File: src/design/assert_macros.svh
// ----------------------------------------------------------------------------
// assert_macros.svh
// Assertion shorthands shared by the timed event table modules.
// ----------------------------------------------------------------------------
`ifndef ASSERT_MACROS_SVH
`define ASSERT_MACROS_SVH

// Check a property at every rising clk edge while out of reset.
`define TET_ASSERT(label, prop, msg) \
	label: assert property (@(posedge clk) disable iff (!arst_n) prop) \
		else $error(msg);

// Check that a condition never holds.
`define TET_NEVER(label, cond, msg) \
	`TET_ASSERT(label, !(cond), msg)

`endif

File: src/design/tet_pkg.sv
// ----------------------------------------------------------------------------
// tet_pkg
// Types, codes and sizes shared by the timed event table modules.
// ----------------------------------------------------------------------------
package tet_pkg;

	// Table size and derived widths
	localparam int ENTRIES     = 16;
	localparam int MAX_RESULTS = 16;
	localparam int IDX_W       = (ENTRIES > 1) ? $clog2(ENTRIES) : 1;
	localparam int CNT_W       = $clog2(ENTRIES + 1);

	// Command queue between front and back
	localparam int QDEPTH = 2;
	localparam int QPTR_W = (QDEPTH > 1) ? $clog2(QDEPTH) : 1;
	localparam int QCNT_W = $clog2(QDEPTH + 1);

	// Item kinds
	typedef enum logic [1:0] {
		KIND_TICK = 2'd0,
		KIND_ADD  = 2'd1,
		KIND_ARM  = 2'd2,
		KIND_ACT  = 2'd3
	} kind_t;

	// Event types (codes 6 and 7 are stored but never serviced)
	localparam logic [2:0] EV_ONESHOT  = 3'd0;
	localparam logic [2:0] EV_DELAYED  = 3'd1;
	localparam logic [2:0] EV_COOLDOWN = 3'd2;
	localparam logic [2:0] EV_ONLOAD   = 3'd3;
	localparam logic [2:0] EV_ONCLEAR  = 3'd4;
	localparam logic [2:0] EV_REPEAT   = 3'd5;

	// Result status codes
	localparam logic [2:0] STAT_FIRED   = 3'd0;
	localparam logic [2:0] STAT_NOTHING = 3'd1;
	localparam logic [2:0] STAT_ADDED   = 3'd2;
	localparam logic [2:0] STAT_FULL    = 3'd3;
	localparam logic [2:0] STAT_WRITTEN = 3'd4;
	localparam logic [2:0] STAT_BADSLOT = 3'd5;

	// One table entry as stored in the entry RAM
	typedef struct packed {
		logic [2:0]  etype;
		logic        active;
		logic        armed;
		logic [31:0] due;
		logic [15:0] node;
		logic [31:0] delay;
		logic [31:0] period;
	} entry_t;

	localparam int ENTRY_W = $bits(entry_t);

	// Classified command handed from front to back
	typedef struct packed {
		kind_t       op;
		logic [31:0] now_ms;
		logic [63:0] secs;
		logic [2:0]  etype;
		logic [15:0] node;
		logic [31:0] delay;
		logic [31:0] period;
		logic [3:0]  slot;
		logic [31:0] due;
		logic        active_bit;
	} cmd_t;

	// Back-end sequencer states
	typedef enum logic [2:0] {
		BS_IDLE,
		BS_CMD,
		BS_RMW,
		BS_RESP,
		BS_WALK,
		BS_EVAL,
		BS_TEND
	} bstate_t;

endpackage

File: src/design/tet_ram.sv
// ----------------------------------------------------------------------------
// tet_ram
// Generic RAM: one write port, two read ports with registered read data.
// ----------------------------------------------------------------------------
module tet_ram #(
	parameter int WIDTH = 8,
	parameter int DEPTH = 16,
	localparam int AW = (DEPTH > 1) ? $clog2(DEPTH) : 1
) (
	input  logic             clk,
	input  logic             we,
	input  logic [AW-1:0]    waddr,
	input  logic [WIDTH-1:0] wdata,
	input  logic [AW-1:0]    raddr_a,
	output logic [WIDTH-1:0] rdata_a,
	input  logic [AW-1:0]    raddr_b,
	output logic [WIDTH-1:0] rdata_b
);

	logic [WIDTH-1:0] mem [DEPTH];

	// Write port
	always_ff @(posedge clk) begin
		if (we) begin
			mem[waddr] <= wdata;
		end
	end

	// Registered read ports
	always_ff @(posedge clk) begin
		rdata_a <= mem[raddr_a];
		rdata_b <= mem[raddr_b];
	end

endmodule

File: src/design/tet_front.sv
// ----------------------------------------------------------------------------
// tet_front
// Accepts input transfers, unpacks them into commands and queues them.
// ----------------------------------------------------------------------------
`include "assert_macros.svh"

module tet_front (
	input  logic          clk,
	input  logic          arst_n,
	input  logic          s_tvalid,
	output logic          s_tready,
	// now_ms, now_seconds_bits, event_type, target_node, event_delay,
	// period_ms, slot, due_ms, active_bit
	input  logic [215:0]  s_tdata,
	// kind
	input  logic [1:0]    s_tuser,
	output logic          q_valid,
	output tet_pkg::cmd_t q_cmd,
	input  logic          q_pop
);

	tet_pkg::cmd_t                   fifo_q [tet_pkg::QDEPTH];
	logic [tet_pkg::QPTR_W-1:0]      wr_ptr_q;
	logic [tet_pkg::QPTR_W-1:0]      rd_ptr_q;
	logic [tet_pkg::QCNT_W-1:0]      cnt_q;
	tet_pkg::cmd_t                   cmd_in;
	logic                            push;

	// Unpack the transfer into a command
	always_comb begin
		cmd_in.op         = tet_pkg::kind_t'(s_tuser);
		cmd_in.now_ms     = s_tdata[31:0];
		cmd_in.secs       = s_tdata[95:32];
		cmd_in.etype      = s_tdata[98:96];
		cmd_in.node       = s_tdata[114:99];
		cmd_in.delay      = s_tdata[146:115];
		cmd_in.period     = s_tdata[178:147];
		cmd_in.slot       = s_tdata[182:179];
		cmd_in.due        = s_tdata[214:183];
		cmd_in.active_bit = s_tdata[215];
	end

	assign s_tready = (cnt_q != tet_pkg::QCNT_W'(tet_pkg::QDEPTH));
	assign push     = s_tvalid && s_tready;
	assign q_valid  = (cnt_q != '0);
	assign q_cmd    = fifo_q[rd_ptr_q];

	// Advance queue pointers and fill count
	always_ff @(posedge clk or negedge arst_n) begin
		if (!arst_n) begin
			wr_ptr_q <= '0;
			rd_ptr_q <= '0;
			cnt_q    <= '0;
		end else begin
			if (push) begin
				wr_ptr_q <= wr_ptr_q + 1'b1;
			end
			if (q_pop) begin
				rd_ptr_q <= rd_ptr_q + 1'b1;
			end
			if (push && !q_pop) begin
				cnt_q <= cnt_q + 1'b1;
			end else if (!push && q_pop) begin
				cnt_q <= cnt_q - 1'b1;
			end
		end
	end

	// Store commands
	always_ff @(posedge clk) begin
		if (push) begin
			fifo_q[wr_ptr_q] <= cmd_in;
		end
	end

	`TET_NEVER(a_pop_empty, q_pop && (cnt_q == '0), "command popped from empty queue")
	`TET_ASSERT(a_cnt_range, cnt_q <= tet_pkg::QCNT_W'(tet_pkg::QDEPTH), "queue overfilled")

endmodule

File: src/design/tet_back.sv
// ----------------------------------------------------------------------------
// tet_back
// Executes queued commands on the entry table and drives the result stream.
// ----------------------------------------------------------------------------
`include "assert_macros.svh"

module tet_back (
	input  logic          clk,
	input  logic          arst_n,
	input  logic          q_valid,
	input  tet_pkg::cmd_t q_cmd,
	output logic          q_pop,
	output logic          m_tvalid,
	input  logic          m_tready,
	// fired_node, fire_seconds_bits
	output logic [79:0]   m_tdata,
	// status
	output logic [2:0]    m_tuser,
	output logic          m_tlast
);

	tet_pkg::bstate_t            state_q, state_d;
	tet_pkg::cmd_t               cmd_q;
	logic [tet_pkg::CNT_W-1:0]   count_q;
	logic [tet_pkg::CNT_W-1:0]   idx_q;
	logic [2:0]                  resp_q;
	logic                        pend_vld_q;
	logic [15:0]                 pend_node_q;

	logic                        out_vld_q;
	logic [2:0]                  out_stat_q;
	logic [15:0]                 out_node_q;
	logic [63:0]                 out_secs_q;
	logic                        out_last_q;
	logic                        out_free;

	// RAM ports
	logic                        ram_we;
	logic [tet_pkg::IDX_W-1:0]   ram_waddr;
	tet_pkg::entry_t             ram_wdata;
	logic [tet_pkg::IDX_W-1:0]   ram_ra;
	logic [tet_pkg::IDX_W-1:0]   ram_rb;
	logic [tet_pkg::ENTRY_W-1:0] ram_rd_a;
	logic [tet_pkg::ENTRY_W-1:0] ram_rd_b;

	// Sequencer strobes
	logic                        cmd_load;
	logic                        cnt_inc;
	logic                        cnt_dec;
	logic                        idx_inc;
	logic                        idx_clr;
	logic                        pend_load;
	logic                        pend_clr;
	logic                        resp_load;
	logic [2:0]                  resp_val;
	logic                        emit;
	logic [2:0]                  emit_stat;
	logic [15:0]                 emit_node;
	logic [63:0]                 emit_secs;
	logic                        emit_last;

	// Walk evaluation
	tet_pkg::entry_t             ent;
	tet_pkg::entry_t             lst;
	tet_pkg::entry_t             ent_upd;
	tet_pkg::entry_t             ent_rmw;
	tet_pkg::entry_t             ent_new;
	logic                        live;
	logic                        arm_now;
	logic                        eff_armed;
	logic [31:0]                 eff_due;
	logic                        fire;
	logic                        fire_remove;
	logic                        slot_bad;
	logic                        tbl_full;
	logic                        walk_done;
	logic                        eval_stall;
	logic [tet_pkg::IDX_W-1:0]   last_idx;
	logic [tet_pkg::IDX_W-1:0]   slot_idx;

	tet_ram #(
		.WIDTH(tet_pkg::ENTRY_W),
		.DEPTH(tet_pkg::ENTRIES)
	) u_ram (
		.clk     (clk),
		.we      (ram_we),
		.waddr   (ram_waddr),
		.wdata   (ram_wdata),
		.raddr_a (ram_ra),
		.rdata_a (ram_rd_a),
		.raddr_b (ram_rb),
		.rdata_b (ram_rd_b)
	);

	assign out_free  = !out_vld_q || m_tready;
	assign last_idx  = tet_pkg::IDX_W'(count_q - tet_pkg::CNT_W'(1));
	assign slot_idx  = tet_pkg::IDX_W'(cmd_q.slot);
	assign slot_bad  = (32'(cmd_q.slot) >= 32'(count_q));
	assign tbl_full  = (32'(count_q) >= 32'(tet_pkg::ENTRIES));
	assign walk_done = (idx_q >= count_q);

	// Evaluate the entry under the walk: arm, test due, choose the update
	always_comb begin
		ent  = tet_pkg::entry_t'(ram_rd_a);
		lst  = tet_pkg::entry_t'(ram_rd_b);
		live = ent.active && (ent.etype <= tet_pkg::EV_REPEAT);
		arm_now = !ent.armed && ((ent.etype == tet_pkg::EV_ONESHOT) ||
			(ent.etype == tet_pkg::EV_REPEAT) || (ent.etype == tet_pkg::EV_DELAYED));
		eff_armed = ent.armed || arm_now;
		if (ent.armed) begin
			eff_due = ent.due;
		end else if (ent.etype == tet_pkg::EV_DELAYED) begin
			eff_due = cmd_q.now_ms + ent.delay;
		end else begin
			eff_due = cmd_q.now_ms;
		end
		fire = live && eff_armed && (cmd_q.now_ms >= eff_due);
		fire_remove = fire && (ent.etype != tet_pkg::EV_COOLDOWN) &&
			(ent.etype != tet_pkg::EV_REPEAT);
		ent_upd = ent;
		ent_upd.armed = eff_armed;
		ent_upd.due   = eff_due;
		if (fire && (ent.etype == tet_pkg::EV_COOLDOWN)) begin
			ent_upd.armed = 1'b0;
		end
		if (fire && (ent.etype == tet_pkg::EV_REPEAT)) begin
			ent_upd.due = cmd_q.now_ms + ent.period;
		end
		eval_stall = fire && pend_vld_q && !out_free;
	end

	// Build entries for add and for arm or activate
	always_comb begin
		ent_new.etype  = cmd_q.etype;
		ent_new.active = 1'b1;
		ent_new.armed  = 1'b0;
		ent_new.due    = '0;
		ent_new.node   = cmd_q.node;
		ent_new.delay  = cmd_q.delay;
		ent_new.period = cmd_q.period;
		ent_rmw = tet_pkg::entry_t'(ram_rd_a);
		if (cmd_q.op == tet_pkg::KIND_ARM) begin
			ent_rmw.due   = cmd_q.due;
			ent_rmw.armed = 1'b1;
		end else begin
			ent_rmw.active = cmd_q.active_bit;
		end
	end

	// Next state
	always_comb begin
		state_d = state_q;
		case (state_q)
			tet_pkg::BS_IDLE: begin
				if (q_valid) begin
					state_d = tet_pkg::BS_CMD;
				end
			end
			tet_pkg::BS_CMD: begin
				case (cmd_q.op)
					tet_pkg::KIND_TICK: state_d = tet_pkg::BS_WALK;
					tet_pkg::KIND_ADD:  state_d = tet_pkg::BS_RESP;
					tet_pkg::KIND_ARM, tet_pkg::KIND_ACT: begin
						state_d = slot_bad ? tet_pkg::BS_RESP : tet_pkg::BS_RMW;
					end
					default: state_d = tet_pkg::BS_RESP;
				endcase
			end
			tet_pkg::BS_RMW:  state_d = tet_pkg::BS_RESP;
			tet_pkg::BS_RESP: begin
				if (out_free) begin
					state_d = tet_pkg::BS_IDLE;
				end
			end
			tet_pkg::BS_WALK: begin
				state_d = walk_done ? tet_pkg::BS_TEND : tet_pkg::BS_EVAL;
			end
			tet_pkg::BS_EVAL: begin
				if (!eval_stall) begin
					state_d = tet_pkg::BS_WALK;
				end
			end
			tet_pkg::BS_TEND: begin
				if (out_free) begin
					state_d = tet_pkg::BS_IDLE;
				end
			end
			default: state_d = tet_pkg::BS_IDLE;
		endcase
	end

	// Sequencer outputs
	always_comb begin
		q_pop     = 1'b0;
		cmd_load  = 1'b0;
		cnt_inc   = 1'b0;
		cnt_dec   = 1'b0;
		idx_inc   = 1'b0;
		idx_clr   = 1'b0;
		pend_load = 1'b0;
		pend_clr  = 1'b0;
		resp_load = 1'b0;
		resp_val  = tet_pkg::STAT_WRITTEN;
		ram_we    = 1'b0;
		ram_waddr = idx_q[tet_pkg::IDX_W-1:0];
		ram_wdata = ent_upd;
		ram_ra    = idx_q[tet_pkg::IDX_W-1:0];
		ram_rb    = last_idx;
		emit      = 1'b0;
		emit_stat = tet_pkg::STAT_FIRED;
		emit_node = '0;
		emit_secs = '0;
		emit_last = 1'b1;
		case (state_q)
			tet_pkg::BS_IDLE: begin
				q_pop    = q_valid;
				cmd_load = q_valid;
			end
			tet_pkg::BS_CMD: begin
				case (cmd_q.op)
					tet_pkg::KIND_TICK: begin
						idx_clr  = 1'b1;
						pend_clr = 1'b1;
					end
					tet_pkg::KIND_ADD: begin
						resp_load = 1'b1;
						if (tbl_full) begin
							resp_val = tet_pkg::STAT_FULL;
						end else begin
							resp_val  = tet_pkg::STAT_ADDED;
							ram_we    = 1'b1;
							ram_waddr = tet_pkg::IDX_W'(count_q);
							ram_wdata = ent_new;
							cnt_inc   = 1'b1;
						end
					end
					default: begin
						// arm or activate: read the slot, or refuse a dead one
						ram_ra = slot_idx;
						if (slot_bad) begin
							resp_load = 1'b1;
							resp_val  = tet_pkg::STAT_BADSLOT;
						end
					end
				endcase
			end
			tet_pkg::BS_RMW: begin
				ram_we    = 1'b1;
				ram_waddr = slot_idx;
				ram_wdata = ent_rmw;
				resp_load = 1'b1;
				resp_val  = tet_pkg::STAT_WRITTEN;
			end
			tet_pkg::BS_RESP: begin
				emit      = out_free;
				emit_stat = resp_q;
			end
			tet_pkg::BS_EVAL: begin
				if (!eval_stall) begin
					if (fire) begin
						// flush the previous firing; this one stays pending
						emit      = pend_vld_q;
						emit_node = pend_node_q;
						emit_secs = cmd_q.secs;
						emit_last = 1'b0;
						pend_load = 1'b1;
					end
					if (fire_remove) begin
						// move the last entry into this slot and revisit it
						ram_we    = 1'b1;
						ram_wdata = lst;
						cnt_dec   = 1'b1;
					end else begin
						ram_we  = live;
						idx_inc = 1'b1;
					end
				end
			end
			tet_pkg::BS_TEND: begin
				emit = out_free;
				if (pend_vld_q) begin
					emit_node = pend_node_q;
					emit_secs = cmd_q.secs;
				end else begin
					emit_stat = tet_pkg::STAT_NOTHING;
				end
				pend_clr = out_free;
			end
			default: begin
			end
		endcase
	end

	// Control registers
	always_ff @(posedge clk or negedge arst_n) begin
		if (!arst_n) begin
			state_q    <= tet_pkg::BS_IDLE;
			count_q    <= '0;
			pend_vld_q <= 1'b0;
			out_vld_q  <= 1'b0;
		end else begin
			state_q <= state_d;
			if (cnt_inc) begin
				count_q <= count_q + 1'b1;
			end else if (cnt_dec) begin
				count_q <= count_q - 1'b1;
			end
			if (pend_clr) begin
				pend_vld_q <= 1'b0;
			end else if (pend_load) begin
				pend_vld_q <= 1'b1;
			end
			if (emit) begin
				out_vld_q <= 1'b1;
			end else if (m_tready) begin
				out_vld_q <= 1'b0;
			end
		end
	end

	// Payload registers
	always_ff @(posedge clk) begin
		if (cmd_load) begin
			cmd_q <= q_cmd;
		end
		if (idx_clr) begin
			idx_q <= '0;
		end else if (idx_inc) begin
			idx_q <= idx_q + 1'b1;
		end
		if (resp_load) begin
			resp_q <= resp_val;
		end
		if (pend_load) begin
			pend_node_q <= ent.node;
		end
		if (emit) begin
			out_stat_q <= emit_stat;
			out_node_q <= emit_node;
			out_secs_q <= emit_secs;
			out_last_q <= emit_last;
		end
	end

	assign m_tvalid = out_vld_q;
	assign m_tdata  = {out_secs_q, out_node_q};
	assign m_tuser  = out_stat_q;
	assign m_tlast  = out_last_q;

	`TET_ASSERT(a_count_max, count_q <= tet_pkg::CNT_W'(tet_pkg::ENTRIES), "entry count beyond table")
	`TET_ASSERT(a_eval_idx, (state_q == tet_pkg::BS_EVAL) |-> (idx_q < count_q), "walk index past live entries")
	`TET_ASSERT(a_zero_payload, (out_vld_q && (out_stat_q != tet_pkg::STAT_FIRED)) |-> (m_tdata == '0), "nonzero payload on non-firing result")

endmodule

File: src/design/timed_event_table.sv
// ----------------------------------------------------------------------------
// timed_event_table
// Table of timed events: add, arm and activate entries; a tick walks the
// table, arms, fires, swap-removes, disarms or rearms due entries.
// ----------------------------------------------------------------------------
//  channel | dir | tvalid/tready       | tdata                        | tuser  | tlast
//  s_      | in  | s_tvalid/s_tready   | input fields, 216 bits       | kind   | -
//  m_      | out | m_tvalid/m_tready   | fired_node, fire_seconds_bits| status | last result
//
// An add runs a command and a response state; arm or activate on a live slot adds
// a read-modify-write state. A tick walks the table: each visit costs a registered
// entry RAM read and an evaluate and write-back step, and a removal revisits its
// slot with one entry fewer left. A two-deep command queue lets input transfers
// continue while the back end works. Reset clears the entry count and all handshake
// state; the entry RAM holds no reset value and needs no clearing pass. A stalled
// output holds the walk only when a second firing must be pushed out.
// ----------------------------------------------------------------------------
module timed_event_table (
	input  logic         clk,
	input  logic         arst_n,
	input  logic         s_tvalid,
	output logic         s_tready,
	// now_ms[31:0], now_seconds_bits[95:32], event_type[98:96],
	// target_node[114:99], event_delay[146:115], period_ms[178:147],
	// slot[182:179], due_ms[214:183], active_bit[215]
	input  logic [215:0] s_tdata,
	// kind[1:0]
	input  logic [1:0]   s_tuser,
	output logic         m_tvalid,
	input  logic         m_tready,
	// fired_node[15:0], fire_seconds_bits[79:16]
	output logic [79:0]  m_tdata,
	// status[2:0]
	output logic [2:0]   m_tuser,
	output logic         m_tlast
);

	logic          q_valid;
	logic          q_pop;
	tet_pkg::cmd_t q_cmd;

	tet_front u_front (
		.clk      (clk),
		.arst_n   (arst_n),
		.s_tvalid (s_tvalid),
		.s_tready (s_tready),
		.s_tdata  (s_tdata),
		.s_tuser  (s_tuser),
		.q_valid  (q_valid),
		.q_cmd    (q_cmd),
		.q_pop    (q_pop)
	);

	tet_back u_back (
		.clk      (clk),
		.arst_n   (arst_n),
		.q_valid  (q_valid),
		.q_cmd    (q_cmd),
		.q_pop    (q_pop),
		.m_tvalid (m_tvalid),
		.m_tready (m_tready),
		.m_tdata  (m_tdata),
		.m_tuser  (m_tuser),
		.m_tlast  (m_tlast)
	);

endmodule

File: config.mk
export PLATFORM = sky130hd
export DESIGN_NAME = timed_event_table
export DESIGN_NICKNAME = d
export VERILOG_FILES = /design/src/design/tet_pkg.sv /design/src/design/tet_ram.sv /design/src/design/tet_front.sv /design/src/design/tet_back.sv /design/src/design/timed_event_table.sv
export VERILOG_INCLUDE_DIRS = /design/src /design/src/design
export SDC_FILE = /design/constraint.sdc
export NUM_CORES = 2
export LEC_CHECK = 0
export ABC_AREA = 0
export BUFFER_PORTS_ARGS = -buffer_cell sky130_fd_sc_hd__buf_2
export CAP_MARGIN = 20
export CORE_ASPECT_RATIO = 2
export CORE_MARGIN = 2
export CORE_UTILIZATION = 55
export DETAILED_ROUTE_END_ITERATION = 10
export GPL_TIMING_DRIVEN = 0
export PLACE_DENSITY = 0.74
export SLEW_MARGIN = 20
export SYNTH_ARGS = -nofsm -noshare
export SYNTH_HDL_FRONTEND = slang
export SYNTH_SLANG_ARGS = --single-unit
File: constraint.sdc
create_clock -name clk -period 10.25 [get_ports clk]
set_clock_uncertainty 0.15 [all_clocks]
set_input_delay 0.5125 -clock clk [delete_from_list [all_inputs] [get_ports clk]]
set_output_delay 0.5125 -clock clk [all_outputs]
set_load 0.01 [all_outputs]
* Word-level counts from Yosys, hierarchy flattened *
Memories as Yosys holds them, arrays and structs flattened. A register that Yosys moved wholly into a read port is not among the register bits.
Index checks and enable logic that the tools add are counted.

cells by class
  add/sub/neg operators = 9
  $lt $le $gt $ge = 5
  equality and inequality tests = 18
  muxes and demuxes = 74
  bitwise gates (word level) = 1
  reduce and logical (&&, ||, !) cells = 35

operators by type and width
  cell                                            number
  two-way mux 117 bit                             4
  case mux 117 bit (3 select lines)               1
  two-way mux 64 bit                              3
  case mux 64 bit (2 select lines)                1
  two-way mux 32 bit                              3
  adder 32 bit                                    2
  two-way mux 16 bit                              3
  two-way mux 1 bit                               35
  two-way mux 33 bit                              1
  >= comparator 32 bit                            1
  case mux 16 bit (2 select lines)                1
  case mux 3 bit (6 select lines)                 1
  two-way mux 4 bit                               4
  logical AND 1 bit                               13
  == test 3 bit (second input constant)           4
  case mux 3 bit (2 select lines)                 2
  adder 5 x 1 -> 5 bit (second input constant)    2
  two-way mux 5 bit                               2
  nonzero test 2 bit                              5
  == test 3 x 2 -> 1 bit (second input constant)  3
  two-way mux 3 bit                               3
  case mux 3 bit (3 select lines)                 1
  case mux 1 bit (2 select lines)                 4
  case mux 4 bit (2 select lines)                 1
  24 further kinds                                42

word-level totals
  bits in registers = 122
  RAM bits = 2,308
  input port bits = 222
  word-level logic and storage cells = 158
  memories kept = 2

memories
  memory            depth  width  read ports  clocked after Yosys merged registers in  write ports  line             RTL
  u_back.u_ram.mem  16     117    2           2                                        1            tet_ram.sv:20    logic [WIDTH-1:0] mem [DEPTH];
  u_front.fifo_q    2      218    1           1                                        1            tet_front.sv:22  tet_pkg::cmd_t fifo_q [tet_pkg::QDEPTH];

* Logic depth before layout (Yosys ltp) *
  depth after elaboration = 14
  gate-level depth with buffers = 26
  mapped depth without buffers = 23

* Cells and area by module *
Synthesis repeated with hierarchy kept, for this count alone.

unflattened totals
  cells, all modules = 6,390
  area, all modules = 122,403.6 um^2

by module, submodules not included
  module     instances  cells an instance  area each (um^2)
  tet_ram    1          4,085              88,112.0
  tet_back   1          1,609              18,283.8
  tet_front  1          696                16,007.9

* Worst setup path before layout *
Ideal clock, no wire load.

  path type = flip-flop to flip-flop
  start point = register u_front.cnt_q[0] in the netlist's numbering
  end point = memory u_front.fifo_q[0][0] in the netlist's numbering, enable pin
  setup time = 0.800 ns
  arrival = 9.761 ns
  path slack = -0.461 ns
  cell stages (with the launch flop) = 4
  period minus slack after synthesis = 10.711 ns
  path through = dfrtp_1 -> nand2b_1 -> nand2_1 -> nor2_1

on the way
  word-level cells in the longest chain between the ends = 4

RTL lines
  element                                  line                     RTL
  start: declaration                       tet_front.sv:25          logic [tet_pkg::QCNT_W-1:0] cnt_q;
  start signal: assignment                 tet_front.sv:62          cnt_q <= cnt_q + 1'b1;
  start signal: assignment                 tet_front.sv:64          cnt_q <= cnt_q - 1'b1;
  != test 2 bit                            tet_front.sv:43          assign s_tready = (cnt_q != tet_pkg::QCNT_W'(tet_pkg::QDEPTH));
  via s_tready                             timed_event_table.sv:22  output logic s_tready,
  logical AND 1 bit                        tet_front.sv:44          assign push = s_tvalid && s_tready;
  two-way mux 1 bit                        tet_front.sv:71          if (push) begin
  two-way mux 1 bit (not written as such)  tet_front.sv:72          fifo_q[wr_ptr_q] <= cmd_in;
  end: declaration                         tet_front.sv:22

The timed path passes the listed nets, and every way through them passes these cells.

==> results by stage <==
Worst setup path:
- The largest fanout on the critical path is 16.
- The required time at the worst-slack endpoint is 10.68 ns.
- The type of the worst setup path is reg2reg.
- The critical path arrival is 8.77 ns.
- The worst setup slack for register-to-register paths is 1.91 ns.
- The capturing element type of the critical path is a register.
- STA classifies the critical path startpoint as a register.

Pwr:
- Summed over all cells, the static leakage comes to 48.1 nW.
- The switching part of the total is 38.0%.
- The sequential fraction of design power is 37.5%.
- The power density of the placed cells is 353 nW/um^2.
- Summing internal, switching and leakage power gives 0.0507 W.
- The share of total power dissipated in the clock network is 19.3%.
- Across the VDD grid, the largest voltage drop is 0.000275 V.
- The net switching power is 0.0193 W.
- The cell-internal power is 0.0315 W.
- Combinational logic is responsible for 43.2% of the overall power.

Worst hold path:
- The type of the worst min-delay path is in2reg.

STA:
- The max-slew headroom at the worst pin is 19.6%.
- The final critical path time including I/O delays and setup is 8.34 ns.
- The final worst-path cycle share is 81.3%.
- Setup repair after global routing left no endpoint under its margin.
- The final total negative setup slack is 0 ns.
- The count of endpoints failing setup in the final report is 0.
- The top achievable clock speed is 0.120 GHz.
- The hold violation count in the final report is 0.
- At the pin with the least slew margin, the transition time is 1.21 ns.
- The max-slew violation count was 0.

Floorplanning:
- 308 I/O pins were placed.
- The initial core utilization is 55.2%.
- The area of the core is 224000 sq um.
- The die footprint is 229000 sq um.
- In this run the horizontal extent of the chip is 339 um.
- The placement row count is 246.
- Measured along the y axis, the die boundary spans 674 um.

Detailed routing:
- After detailed routing, the total wire length is 400 mm.
- Once detail routing completed, the nets flagged for antenna violations numbered 0.
- The total via count in the routed design is 73850.
- The DRC violation count after routing is 0.
- Using the TritonRoute via totals, the vias-per-cell ratio works out to 7.00.
- The pre-antenna-repair detailed-routing pass consisted of 10 iterations.
- Dividing the detail-routed wire length by the instance count gives 37.9 um.
- In this run, the number of DRC markers left after iteration 0 of detailed routing was 10990.

GRT:
- After global routing the overflow that remains totals 0.
- The largest net degree at the start of global routing is 74.
- The number of antenna violations at the first check in global routing is 23.
- The global-route wire length before repair is 554 mm.
- In the global route stage, overall resource usage came out at 34.8%.
- The via count of the first global-routing pass was 76021.

Synthesis:
- The fraction of registers with async set or reset after synthesis is 0.486%.
- Sorting the synthesized cells by area gives the leading types as sky130_fd_sc_hd__edfxtp_1, sky130_fd_sc_hd__mux4_2, sky130_fd_sc_hd__dfxtp_1, sky130_fd_sc_hd__mux2_2, sky130_fd_sc_hd__nand2_1.
- The total of flip-flops plus latches after synthesis is 2882.
- A synthesized cell averages 19.3 sq um.
- The mapped cell area is 124000 sq um.
- The gate count after technology mapping is 6416.
- The top cell type's share of synthesized area is 63.9%.
- Summing the sequential cell areas from Yosys gives 68.0% of the chip area.
- The number of different library cells in the post-synthesis netlist is 80.
- Yosys printed 0 warnings.
- The number of nets in the synthesized netlist is 6747.
- Among all flip-flop cells after synthesis, the most frequent one is sky130_fd_sc_hd__edfxtp_1.
- Yosys mapped a number of flops with a built-in enable equal to 2629.
- Of all cell types, the one taking the most synthesized area is sky130_fd_sc_hd__edfxtp_1.

Clock network:
- The maximum clock insertion buffer count is 4.
- The clock transition at the register clock pins on the worst setup and hold paths after CTS is 0.07 ns.
- The H-tree depth is 4.
- CTS saw 2882 sinks.
- TritonCTS built the clock tree.
- The post-CTS resize count is 0.
- The clock reaches the later pin of the worst-skew pair after 0.96 ns.
- The buffer count from post-CTS setup fixing is 0.
- Hold repair after CTS inserted 222 buffers.
- Clock tree synthesis inserted a total of 242 buffers.
- The tree is rooted in a sky130_fd_sc_hd__clkbuf_16.

Placement:
- The HPWL reported at the end of detailed placement is 275 mm.
- The global placer's final weighted congestion is 0.998.
- Buffers placed on the I/O ports in this run total 307.

Final layout:
- The top cell types in the final layout, fill and taps aside, are sky130_fd_sc_hd__edfxtp_1, sky130_fd_sc_hd__mux4_2, sky130_fd_sc_hd__nand2_1.
- The layout net count is 7695.
- Leaving out fill and tap cells, the most frequent cell in the layout is sky130_fd_sc_hd__edfxtp_1.
- The proportion of layout cells with a drive suffix above 1 is 30.8%.
- From synthesis to final layout, the design area changed by 16.2%.

Flow run:
- The tool flagged a number of max-cap violations equal to 0.

Status:
- The flow ran to the end, and the final reports show no timing, DRC or antenna violations.
==> critical path: stages, from the launching register on <==
cell                        delay [ns]
sky130_fd_sc_hd__dfxtp_1          0.62
sky130_fd_sc_hd__ha_1             0.26
sky130_fd_sc_hd__inv_1            0.06
sky130_fd_sc_hd__fa_1             0.41
sky130_fd_sc_hd__nor2b_1          0.18
sky130_fd_sc_hd__o31a_1           0.22
sky130_fd_sc_hd__a21oi_2          0.11
sky130_fd_sc_hd__a21oi_4          0.23
sky130_fd_sc_hd__a2111oi_1        0.16
sky130_fd_sc_hd__nor4_2           0.45
sky130_fd_sc_hd__nor2_1           0.10
sky130_fd_sc_hd__xnor2_1          0.21
sky130_fd_sc_hd__a221oi_1         1.00
sky130_fd_sc_hd__ha_1             0.41
sky130_fd_sc_hd__nand2_1          0.06
sky130_fd_sc_hd__o21ai_0          0.07
sky130_fd_sc_hd__a21oi_1          0.19
sky130_fd_sc_hd__o211ai_1         0.19
sky130_fd_sc_hd__a31oi_1          0.20
sky130_fd_sc_hd__a21boi_1         0.29
sky130_fd_sc_hd__clkbuf_1         0.70
sky130_fd_sc_hd__clkbuf_1         0.72
sky130_fd_sc_hd__o221ai_1         0.26
sky130_fd_sc_hd__nand3_1          0.69
==> power by group through the flow <==
stage | Clock (W) | Sequential [W] | Combinational (W)
2_1_floorplan | 0 | 0.0186 | 0.0133
3_3_place_gp | 0 | 0.0196 | 0.0200
3_5_place_dp | 0 | 0.0191 | 0.0213
4_1_cts | 0.00980 | 0.0189 | 0.0215
5_1_grt | 0.0102 | 0.0191 | 0.0226
6_report | 0.00977 | 0.0190 | 0.0219
==> registers in the layout (all words and copies together) (netlist names) <==
name,count
u_back.out_secs_q,64
u_back.count_q,5
u_back.m_tvalid,1
u_back.pend_node_q,16
u_back.m_tuser,3
u_back.cmd_q,214
u_back.u_ram.rdata_a,117
u_back.out_node_q,16
u_front.rd_ptr_q,1
u_back.slot_idx,4
u_back.resp_q,3
u_back.idx_q,5
u_back.state_q,3
u_back.pend_vld_q,1
u_front.wr_ptr_q,1
u_front.fifo_q,436
u_back.m_tlast,1
u_front.cnt_q,2
u_back.u_ram.mem,1872
u_back.u_ram.rdata_b,117
==> layer usage <==
layer  global-route usage, %  vias up  wire length [um]
li1                        -    28694                 -
met1                    38.9    37691            122000
met2                    57.5     5841            195000
met3                    7.65     1616             42100
met4                    28.5        8             40100
met5                  0.0425        -                60
==> kinds of logic after synthesis <==
logic type                 share of synthesized area (%)
DFF                                                 68.0
adders and majority gates                           1.12
buffers and inverters                               1.85
AOI/OAI and AO/OA                                   4.13
xor gates and xnor gates                           0.461
muxes                                               21.3
and+or+nand+nor                                     3.13
==> per-stage QoR <==
stage / utilization, % / instances / hold slack (ns) / setup WS [ns] / area, sq um
finish: 64.1 / 10557 / 0.129 / 1.91 / 144000
global route: 64.1 / 10548 / 0.131 / 1.88 / 144000
CTS: 64.1 / 10541 / 0.0872 / 2.28 / 144000
detailed placement: 59.4 / 9870 / 0.268 / 2.32 / 133000
global placement: 57.5 / 9699 / 0.264 / -8.58 / 129000
floorplan: - / 6416 / 0.0669 / 0.372 / 124000
==> worst paths after layout <==
path                            cells past startpoint                      from                        end
worst min register to register                      0  u_back.u_ram.rdata_a[79]     u_back.pend_node_q[15]
worst min-delay path                                2               s_tdata[16]     u_front.fifo_q[0][200]
min in group asynchronous                           3                    arst_n            u_back.m_tvalid
worst max register to register                     23  u_back.u_ram.rdata_a[32]  u_back.u_ram.mem[12][112]
max in group asynchronous                           3                    arst_n          u_back.count_q[2]
worst max-delay path                               23  u_back.u_ram.rdata_a[32]  u_back.u_ram.mem[12][112]
==> Yosys cell counts, types with 5 or more instances <==
library cell	n
sky130_fd_sc_hd__a211o_1	6
sky130_fd_sc_hd__a211oi_1	130
sky130_fd_sc_hd__a21o_1	41
sky130_fd_sc_hd__a21oi_1	131
sky130_fd_sc_hd__a221o_1	17
sky130_fd_sc_hd__a221oi_1	12
sky130_fd_sc_hd__a222oi_1	84
sky130_fd_sc_hd__a22oi_1	5
sky130_fd_sc_hd__a31oi_1	127
sky130_fd_sc_hd__and2_1	207
sky130_fd_sc_hd__and3_1	22
sky130_fd_sc_hd__buf_1	47
sky130_fd_sc_hd__buf_2	35
sky130_fd_sc_hd__buf_4	31
sky130_fd_sc_hd__buf_6	15
sky130_fd_sc_hd__clkbuf_1	288
sky130_fd_sc_hd__dfrtp_1	14
sky130_fd_sc_hd__dfxtp_1	239
sky130_fd_sc_hd__edfxtp_1	2629
sky130_fd_sc_hd__ha_1	107
sky130_fd_sc_hd__inv_1	120
sky130_fd_sc_hd__mux2_2	220
sky130_fd_sc_hd__mux2i_1	9
sky130_fd_sc_hd__mux4_2	1053
sky130_fd_sc_hd__nand2_1	403
sky130_fd_sc_hd__nand2b_1	19
sky130_fd_sc_hd__nand3_1	19
sky130_fd_sc_hd__nand4_1	13
sky130_fd_sc_hd__nor2_1	70
sky130_fd_sc_hd__nor2b_1	12
sky130_fd_sc_hd__nor3_1	18
sky130_fd_sc_hd__o211ai_1	15
sky130_fd_sc_hd__o21a_1	5
sky130_fd_sc_hd__o21ai_0	78
sky130_fd_sc_hd__o21ai_1	21
sky130_fd_sc_hd__o22ai_1	5
sky130_fd_sc_hd__or3_1	5
sky130_fd_sc_hd__xnor2_1	37
sky130_fd_sc_hd__xor2_1	28
==> cell type report <==
type / instances / area [sq um]
inverter: 121 / 462
tap: 2976 / 3720
multi-input combinational: 2997 / 37500
buffer: 416 / 1920
clock inverter: 148 / 1740
clock buffer: 301 / 6460
fill: 15055 / 80500
timing repair buffer: 704 / 7730
sequential: 2882 / 84100
antenna: 12 / 30.0
(Power assumes the default switching activity.)
